$ cat src/rtl/core/dcc_pkg.sv
package dcc_pkg;

  // field widths
  localparam int DateW    = 27;
  localparam int CountW   = 23;
  localparam int DayW     = 7;
  localparam int YearW    = 14;
  localparam int JdW      = 24;
  localparam int SumW     = 25;
  localparam int CfgIdxW  = 2;
  localparam int CfgDataW = 2;

  // register indexes
  localparam logic [CfgIdxW-1:0] CfgMonthBasis = 2'd0;
  localparam logic [CfgIdxW-1:0] CfgYearBasis  = 2'd1;
  localparam logic [CfgIdxW-1:0] CfgEomRule    = 2'd2;

  // month basis codes
  localparam logic MbThirty = 1'b0;
  localparam logic MbActual = 1'b1;

  // year basis codes
  localparam logic [1:0] YbUs360  = 2'd0;
  localparam logic [1:0] YbUs365  = 2'd1;
  localparam logic [1:0] YbEuro   = 2'd2;
  localparam logic [1:0] YbActual = 2'd3;

  // saturation limits of the day count
  localparam logic signed [SumW-1:0] CountMax = 25'sd4000000;
  localparam logic signed [SumW-1:0] CountMin = -25'sd4000000;

  typedef struct packed {
    logic       mb;
    logic [1:0] yb;
    logic       eom;
  } cfg_t;

  // one date after unpacking, with its julian day number
  typedef struct packed {
    logic [DayW-1:0]  day;
    logic [DayW-1:0]  month;
    logic [YearW-1:0] year;
    logic             leap;
    logic             bad;
    logic [JdW-1:0]   jd;
  } date_t;

  // month term of the julian day number, march-based year
  function automatic logic [8:0] month_offset(input logic [DayW-1:0] m);
    logic [8:0] r;
    case (m)
      7'd1:    r = 9'd336;
      7'd2:    r = 9'd367;
      7'd3:    r = 9'd30;
      7'd4:    r = 9'd61;
      7'd5:    r = 9'd91;
      7'd6:    r = 9'd122;
      7'd7:    r = 9'd152;
      7'd8:    r = 9'd183;
      7'd9:    r = 9'd214;
      7'd10:   r = 9'd244;
      7'd11:   r = 9'd275;
      7'd12:   r = 9'd305;
      default: r = 9'd0;
    endcase
    return r;
  endfunction

endpackage

$ cat src/rtl/core/dcc_count.sv
module dcc_count (
  input  logic                        clk_i,
  input  logic                        en_i,
  input  dcc_pkg::cfg_t               cfg_i,
  input  dcc_pkg::date_t              lo_i,
  input  dcc_pkg::date_t              hi_i,
  output logic [dcc_pkg::CountW-1:0]  day_count_o,
  output logic                        bad_date_o
);
  import dcc_pkg::*;

  // stage 1: day adjustments and differences
  logic            f1, f2;
  logic [DayW-1:0] d1a, d2a, d1u, d2u, d1e, d2e;
  logic [SumW-1:0] act_d;
  logic [7:0]      md_d;

  assign f1 = (lo_i.month == 7'd2) && (lo_i.day == (lo_i.leap ? 7'd29 : 7'd28));
  assign f2 = (hi_i.month == 7'd2) && (hi_i.day == (hi_i.leap ? 7'd29 : 7'd28));

  // us rule: february end of month first, then 31 to 30
  assign d2a = (cfg_i.eom && f1 && f2) ? 7'd30 : hi_i.day;
  assign d1a = (cfg_i.eom && f1) ? 7'd30 : lo_i.day;
  assign d2u = ((d2a == 7'd31) && (d1a >= 7'd30)) ? 7'd30 : d2a;
  assign d1u = (d1a == 7'd31) ? 7'd30 : d1a;

  // european rule: both days clamp to 30
  assign d1e = (lo_i.day == 7'd31) ? 7'd30 : lo_i.day;
  assign d2e = (hi_i.day == 7'd31) ? 7'd30 : hi_i.day;

  assign act_d = {1'b0, hi_i.jd} - {1'b0, lo_i.jd};
  assign md_d  = {1'b0, hi_i.month} - {1'b0, lo_i.month};

  logic [SumW-1:0]  act_q;
  logic [DayW-1:0]  d1u_q, d2u_q, d1e_q, d2e_q;
  logic [YearW-1:0] yd_q;
  logic [7:0]       md_q;
  logic             bad1_q;

  always_ff @(posedge clk_i) begin
    if (en_i) begin
      act_q  <= act_d;
      d1u_q  <= d1u;
      d2u_q  <= d2u;
      d1e_q  <= d1e;
      d2e_q  <= d2e;
      yd_q   <= hi_i.year - lo_i.year;
      md_q   <= md_d;
      bad1_q <= lo_i.bad | hi_i.bad;
    end
  end

  // stage 2: thirty-day sums and convention select
  logic [SumW-1:0] ym, us, eu, sel_d, cnt_q;
  logic            bad2_q;

  assign ym = 25'(yd_q) * 25'd360 + {{(SumW-8){md_q[7]}}, md_q} * 25'd30;
  assign us = ym + 25'(d2u_q) - 25'(d1u_q);
  assign eu = ym + 25'(d2e_q) - 25'(d1e_q);

  always_comb begin
    sel_d = '0;
    if (bad1_q) begin
      sel_d = '0;
    end else if (cfg_i.mb == MbActual) begin
      sel_d = act_q;
    end else begin
      case (cfg_i.yb) inside
        YbUs360, YbUs365: sel_d = us;
        YbEuro:           sel_d = eu;
        default:          sel_d = '0;
      endcase
    end
  end

  always_ff @(posedge clk_i) begin
    if (en_i) begin
      cnt_q  <= sel_d;
      bad2_q <= bad1_q;
    end
  end

  // stage 3: saturate to the output range
  logic signed [SumW-1:0] cnt_s, sat;

  assign cnt_s = $signed(cnt_q);

  always_comb begin
    if (cnt_s > CountMax) begin
      sat = CountMax;
    end else if (cnt_s < CountMin) begin
      sat = CountMin;
    end else begin
      sat = cnt_s;
    end
  end

  always_ff @(posedge clk_i) begin
    if (en_i) begin
      day_count_o <= sat[CountW-1:0];
      bad_date_o  <= bad2_q;
    end
  end

endmodule

$ cat config.mk
export PLATFORM = sky130hd
export DESIGN_NAME = dcc_count
export DESIGN_NICKNAME = d
export VERILOG_FILES = /design/src/rtl/core/dcc_pkg.sv /design/src/rtl/core/dcc_count.sv
export SDC_FILE = /design/constraint.sdc
export NUM_CORES = 1
export LEC_CHECK = 0
export BUFFER_PORTS_ARGS = -buffer_cell sky130_fd_sc_hd__buf_2
export CORE_AREA = 4 4 162 164
export DETAILED_ROUTE_END_ITERATION = 12
export DIE_AREA = 0 0 166 168
export PLACE_DENSITY_LB_ADDON = 0.08
export REMOVE_ABC_BUFFERS = 1
export SETUP_SLACK_MARGIN = 0.1
export SYNTH_ARGS = -nofsm -noshare
export SYNTH_HDL_FRONTEND = slang
export SYNTH_SLANG_ARGS = --single-unit
$ cat constraint.sdc
create_clock -name clk_i -period 9.35 [get_ports clk_i]
set_clock_uncertainty 0.2 [all_clocks]
set_input_delay 0.4675 -clock clk_i [delete_from_list [all_inputs] [get_ports clk_i]]
set_output_delay 0.4675 -clock clk_i [all_outputs]
set_load 0.01 [all_outputs]
==> impl_metrics.csv, run 1 <==
group,metric,value,unit
timing,fin_crit,8.15,ns
yosys,synth_edf_count,126,
yosys,synth_area,12400,sq um
worst_setup_path,crit_path_end_kind,"flop",
route,wire_per_inst,14.4,um
grt,grt_pass1_vias,9303,
timing,tns,0,ns
route,wl_met2,12300,um
yosys,avgSynthCellArea,9.34,sq um
final_layout,area_delta_synth_final,12.3,%
cts,root_buffer,"clkbuf_16",
yosys,synth.yosys.seq_area_share,30.4,%
floorplan,dieArea,27900,sq um
timing,relSlewSlack,35.8,%
timing,hold_viol,0,
yosys,synth_top_cell_by_area,"edfxtp_1",
worst_setup_path,r2r_start,"yd_q[1]",
worst_setup_path,worstPathArrival,8.10,ns
place,dp_hpwl,20700,um
floorplan,start_util,50.0,%
floorplan,row_count,58,
route,highest_layer,"met4",
worst_setup_path,ff2ff_setup_slack,1.20,ns
cts,cts-buffers-inserted,17,
min_path,hold_path.class,"in -> reg",
status,status,"complete, no violations",
grt,track_usage,18.8,%
yosys,yosys_warnings,0,
job,cap_violations,0,
cts,cts_tree,"done",
yosys,synth-seq-cells,126,
cts,clk_pin_slew,0.06,ns
worst_setup_path,crit_required,9.30,ns
timing,period_share,87.2,%
final_layout,final_layout_size_suffix_gt1_share,14.0,%
worst_setup_path,reg2regPathDepth,35,
cts,cts_sinks,126,
final_layout,nFillCells,2238,
route,drc,0,
worst_setup_path,r2r_end,"cnt_q[24]",
yosys,yosys.area.top_type_share,30.4,%
worst_setup_path,slowest_delay,0.52,ns
yosys,syn_inst,1331,
yosys,synth_top_cells_by_count,"226 x inv_1, 152 x ha_1, 126 x edfxtp_1",
worst_setup_path,critical_path_class,"reg -> reg",
cts,cts_hold_buf,0,
timing,clock.fmax,0.123,GHz
grt,antenna_found_initial,0,
yosys,synthTopCellsByArea,"edfxtp_1 30%, ha_1 15%, fa_1 8.5%, inv_1 6.8%, xnor2_1 4.4%",
route,wl_met1,12100,um
timing,worst_pin_slew,0.960,ns
grt,grt_pass1_wl,43500,um
grt,grt_start_max_net_pins,73,
final_layout,diodes,0,
route,wirelength,25900,um
yosys,synth_top_flop_cell,"edfxtp_1",
timing,rsz0062_at_grt,"no",
timing,setup_violations,0,
worst_setup_path,cp_slowest_cell,"xnor2_1",
worst_setup_path,critPathLaunchType,"flop",
worst_setup_path,endpoint,"cnt_q[24]",
timing,drv_slew,0,
yosys,synth_most_common_cell,"inv_1",
worst_setup_path,cp_max_fo,7,
place,gp_congestion,0.906,
yosys,yosysUniqueCellTypes,82,
route,vias,9575,
route,drt_first_pass_iters,5,
cts,postCtsSetupBuffers,0,
yosys,async_reset_ff_share,0,%
worst_setup_path,crit_path_frequent_cell,"o21ai_0",
cts,insertion_delay,0.43,ns
floorplan,die_x,166,um
place,dp.cells,1759,
floorplan,io_pins,138,
cts,h-tree-depth,4,
cts,ctsResizeCount,0,
timing,holdWs,0.0410,ns
grt,grt_overflow_total,0,
floorplan,die_y,168,um
floorplan,coreArea,24900,sq um
route,ant_nets,0,
final_layout,design_area,14000,sq um
place,dpl-instance-area,13300,sq um
worst_setup_path,crit_start,"yd_q[1]",
route,route.met3.wl,1170,um
final_layout,final_cells,1791,
route,vias_per_cell,5.35,
place,numPortBuffers,137,
route,drt_first_iter_violations,528,
cts,clockBufferDepth,2,
final_layout,nNetsFinal,1767,
[cell families after synthesis]
group / count (synthesis) / share of synthesized area [%]
buffers and inverters: 269 / 8.58
multiplexers: 10 / 0.825
AO/OA/AOI/OAI: 340 / 18.2
XOR/XNOR: 92 / 6.59
adder cells (fa/ha/maj): 205 / 23.8
AND/OR/NAND/NOR: 289 / 11.5
flip-flops: 126 / 30.4
[flip-flops by register name, summed over array words and instances, names as in the netlist]
name	flops
act_q	25
md_q	8
bad2_q	1
d2e_q	7
bad1_q	1
bad_date_o	1
yd_q	14
d1e_q	7
d1u_q	7
cnt_q	25
d2u_q	7
day_count_o	23
[metal layers]
layer	up-vias	track usage, %
li1	4884	-
met1	4467	25.8
met2	202	31.8
met3	22	2.72
met4	0	4.30
met5	-	0
[area by class of cell]
cell class	count	area (sq um)	area share [%]
Clock buffer	17	425	3.04
Clock inverter	15	198	1.41
Inverter	226	848	6.07
Multi-Input combinational cell	936	7590	54.3
Sequential cell	126	3780	27.1
Tap cell	330	413	2.96
Timing Repair Buffer	141	718	5.14
[through the flow]
| step | setup slack [ns] | utilization [%] |
|---|---|---|
| global placement | 1.26 | 53.6 |
| global route | 0.332 | 56.1 |
| CTS | 1.17 | 56.1 |
| detailed placement | 1.21 | 53.6 |
| finish | 1.20 | 56.1 |
| floorplan | 1.95 | - |
[cells in the final DEF (no fill, tap or decap), types with 44 or more instances in the layout]
| cell | instances |
|---|---|
| nor2_1 | 95 |
| buf_2 | 136 |
| nand2_1 | 51 |
| a21oi_1 | 94 |
| a21o_1 | 44 |
| inv_1 | 226 |
| edfxtp_1 | 126 |
| ha_1 | 152 |
| xnor2_1 | 63 |
| o21ai_0 | 61 |
| fa_1 | 53 |
[worst max-delay path, delay by kind of cell, from the launching register on]
kind / cells / cell delay [ns]
AO/OA/AOI/OAI: 17 / 2.70
XOR/XNOR: 2 / 0.60
adder cells (fa/ha/maj): 6 / 2.40
buffers and inverters: 3 / 0.20
flip-flops: 1 / 0.45
AND/OR/NAND/NOR: 7 / 1.33
[worst min path at each step]
stage              from          to  cells past startpoint
2_1_floorplan    bad2_q  bad_date_o                      0
3_3_place_gp     bad2_q  bad_date_o                      0
3_5_place_dp     bad2_q  bad_date_o                      0
4_1_cts        hi_i[51]    d2e_q[4]                      1
5_1_grt        hi_i[51]    d2e_q[4]                      1
6_report       hi_i[51]    d2e_q[4]                      1
Power of run 1 is not shown: default switching activity piles up to over one toggle a cycle in this logic, so the estimate is an artifact.
==> run 2, diff against run 1 <==
--- a/config.mk
+++ b/config.mk
@@ -5,11 +5,11 @@
 export SDC_FILE = /design/constraint.sdc
 export NUM_CORES = 1
 export LEC_CHECK = 0
-export BUFFER_PORTS_ARGS = -buffer_cell sky130_fd_sc_hd__buf_2
 export CORE_AREA = 4 4 162 164
 export DETAILED_ROUTE_END_ITERATION = 12
 export DIE_AREA = 0 0 166 168
-export PLACE_DENSITY_LB_ADDON = 0.08
+export DONT_BUFFER_PORTS = 1
+export PLACE_DENSITY = 0.65
 export REMOVE_ABC_BUFFERS = 1
 export SETUP_SLACK_MARGIN = 0.1
 export SYNTH_ARGS = -nofsm -noshare
==> impl_metrics.csv, run 2 (synthesis gave the netlist of run 1 again) <==
group,metric,value,unit
grt,antenna_found_initial,0,
route,wirelength,25500,um
timing,fin_crit,8.14,ns
grt,track_usage,18.4,%
cts,clockBufferDepth,2,
cts,postCtsSetupBuffers,0,
worst_setup_path,critical_path_class,"reg -> reg",
worst_setup_path,critPathLaunchType,"flop",
route,drt_first_iter_violations,535,
job,cap_violations,0,
timing,worst_pin_slew,1.04,ns
worst_setup_path,cp_slowest_cell,"xnor2_1",
place,numPortBuffers,0,
final_layout,nNetsFinal,1642,
route,vias,9091,
cts,cts_sinks,126,
cts,cts-buffers-inserted,17,
floorplan,io_pins,138,
cts,h-tree-depth,4,
place,dp_hpwl,20100,um
worst_setup_path,crit_path_end_kind,"flop",
cts,cts_tree,"done",
worst_setup_path,crit_path_frequent_cell,"o21ai_0",
route,drc,0,
grt,grt_start_max_net_pins,127,
floorplan,die_x,166,um
worst_setup_path,cp_max_fo,7,
cts,cts_hold_buf,13,
status,status,"complete, no violations",
timing,tns,0,ns
route,drt_first_pass_iters,5,
final_layout,top_regs,"act_q: 25 flops, cnt_q: 25 flops, day_count_o: 23 flops",
cts,ctsResizeCount,0,
cts,insertion_delay,0.42,ns
cts,clk_pin_slew,0.06,ns
timing,drv_slew,0,
grt,grt_pass1_wl,42700,um
worst_setup_path,slowest_delay,0.54,ns
route,ant_nets,0,
worst_setup_path,crit_required,9.31,ns
final_layout,final_layout_size_suffix_gt1_share,4.79,%
floorplan,die_y,168,um
floorplan,start_util,50.0,%
route,vias_per_cell,5.46,
grt,grt_pass1_vias,9080,
grt,grt_overflow_total,0,
worst_setup_path,worstPathArrival,8.10,ns
timing,rsz0062_at_grt,"no",
final_layout,final_common_cell,"inv_1",
timing,relSlewSlack,30.4,%
timing,period_share,87.0,%
min_path,hold_path.class,"in -> reg",
timing,clock.fmax,0.123,GHz
timing,setup_violations,0,
place,gp_congestion,0.916,
route,wire_per_inst,15.3,um
floorplan,dieArea,27900,sq um
final_layout,area_delta_synth_final,7.52,%
floorplan,coreArea,24900,sq um
final_layout,final_cell_mix,"226 x inv_1, 152 x ha_1, 126 x edfxtp_1, 95 x nor2_1, 94 x a21oi_1",
floorplan,row_count,58,
cts,root_buffer,"clkbuf_16",
timing,hold_viol,0,
final_layout,diodes,0,
-- run 2: cell count changes in the layout (fill, tap and decap cells not counted) --
cell           delta
buf_16            +1
buf_2           -136
buf_4             -2
bufinv_16         -1
clkinv_1          +4
clkinv_2          +1
clkinv_4          -1
clkinvlp_4        +2
dlygate4sd3_1    +12
inv_6             -3
inv_8             -2
-- run 2: worst paths after layout --
check | startpoint | end | slack [ns] | cells after the start
worst max register to register | yd_q[1] | cnt_q[24] | 1.21 | 35
worst min register to register | bad2_q | bad_date_o | 0.25 | 0
worst max-delay path | yd_q[1] | cnt_q[24] | 1.21 | 35
worst min-delay path | lo_i[48] | d1u_q[1] | 0.03 | 2
-- run 2: area by class of cell --
type / count / area (sq um)
Clock buffer: 17 / 425
Multi-Input combinational cell: 936 / 7590
Tap cell: 330 / 413
Inverter: 226 / 848
Fill cell: 2233 / 11500
Clock inverter: 15 / 145
Timing Repair Buffer: 16 / 170
Sequential cell: 126 / 3780
-- run 2: critical path: cells and delay by family, from the launching register on --
family / cells / cell delay [ns]
buf+inv: 3 / 0.20
fa+ha+maj: 6 / 2.37
flops: 1 / 0.45
compound gates: 17 / 2.69
xor+xnor: 2 / 0.62
simple gates: 7 / 1.34
-- run 2: per-layer routing --
metal / global-route usage (%) / vias to the layer above / wire length [um]
met2: 32.3 / 180 / 12600
met4: 4.38 / 0 / 373
met3: 2.84 / 32 / 998
li1: - / 4619 / -
met5: 0 / - / 0
met1: 24.0 / 4260 / 11500
-- run 2: through the flow --
stage                     setup WS (ns)  utilization, %  hold slack, ns  cell area, sq um  cells
after CTS                          1.15            53.7          0.0121             13400   1666
after global routing              0.292            53.7          0.0123             13400   1666
after floorplan                    1.95               -           0.200             12200   1288
after detailed placement           1.19            50.8           0.243             12700   1621
after global placement             1.30            50.8           0.205             12700   1621
final                              1.21            53.7          0.0260             13400   1666
Power of run 2 is left out for the same reason.
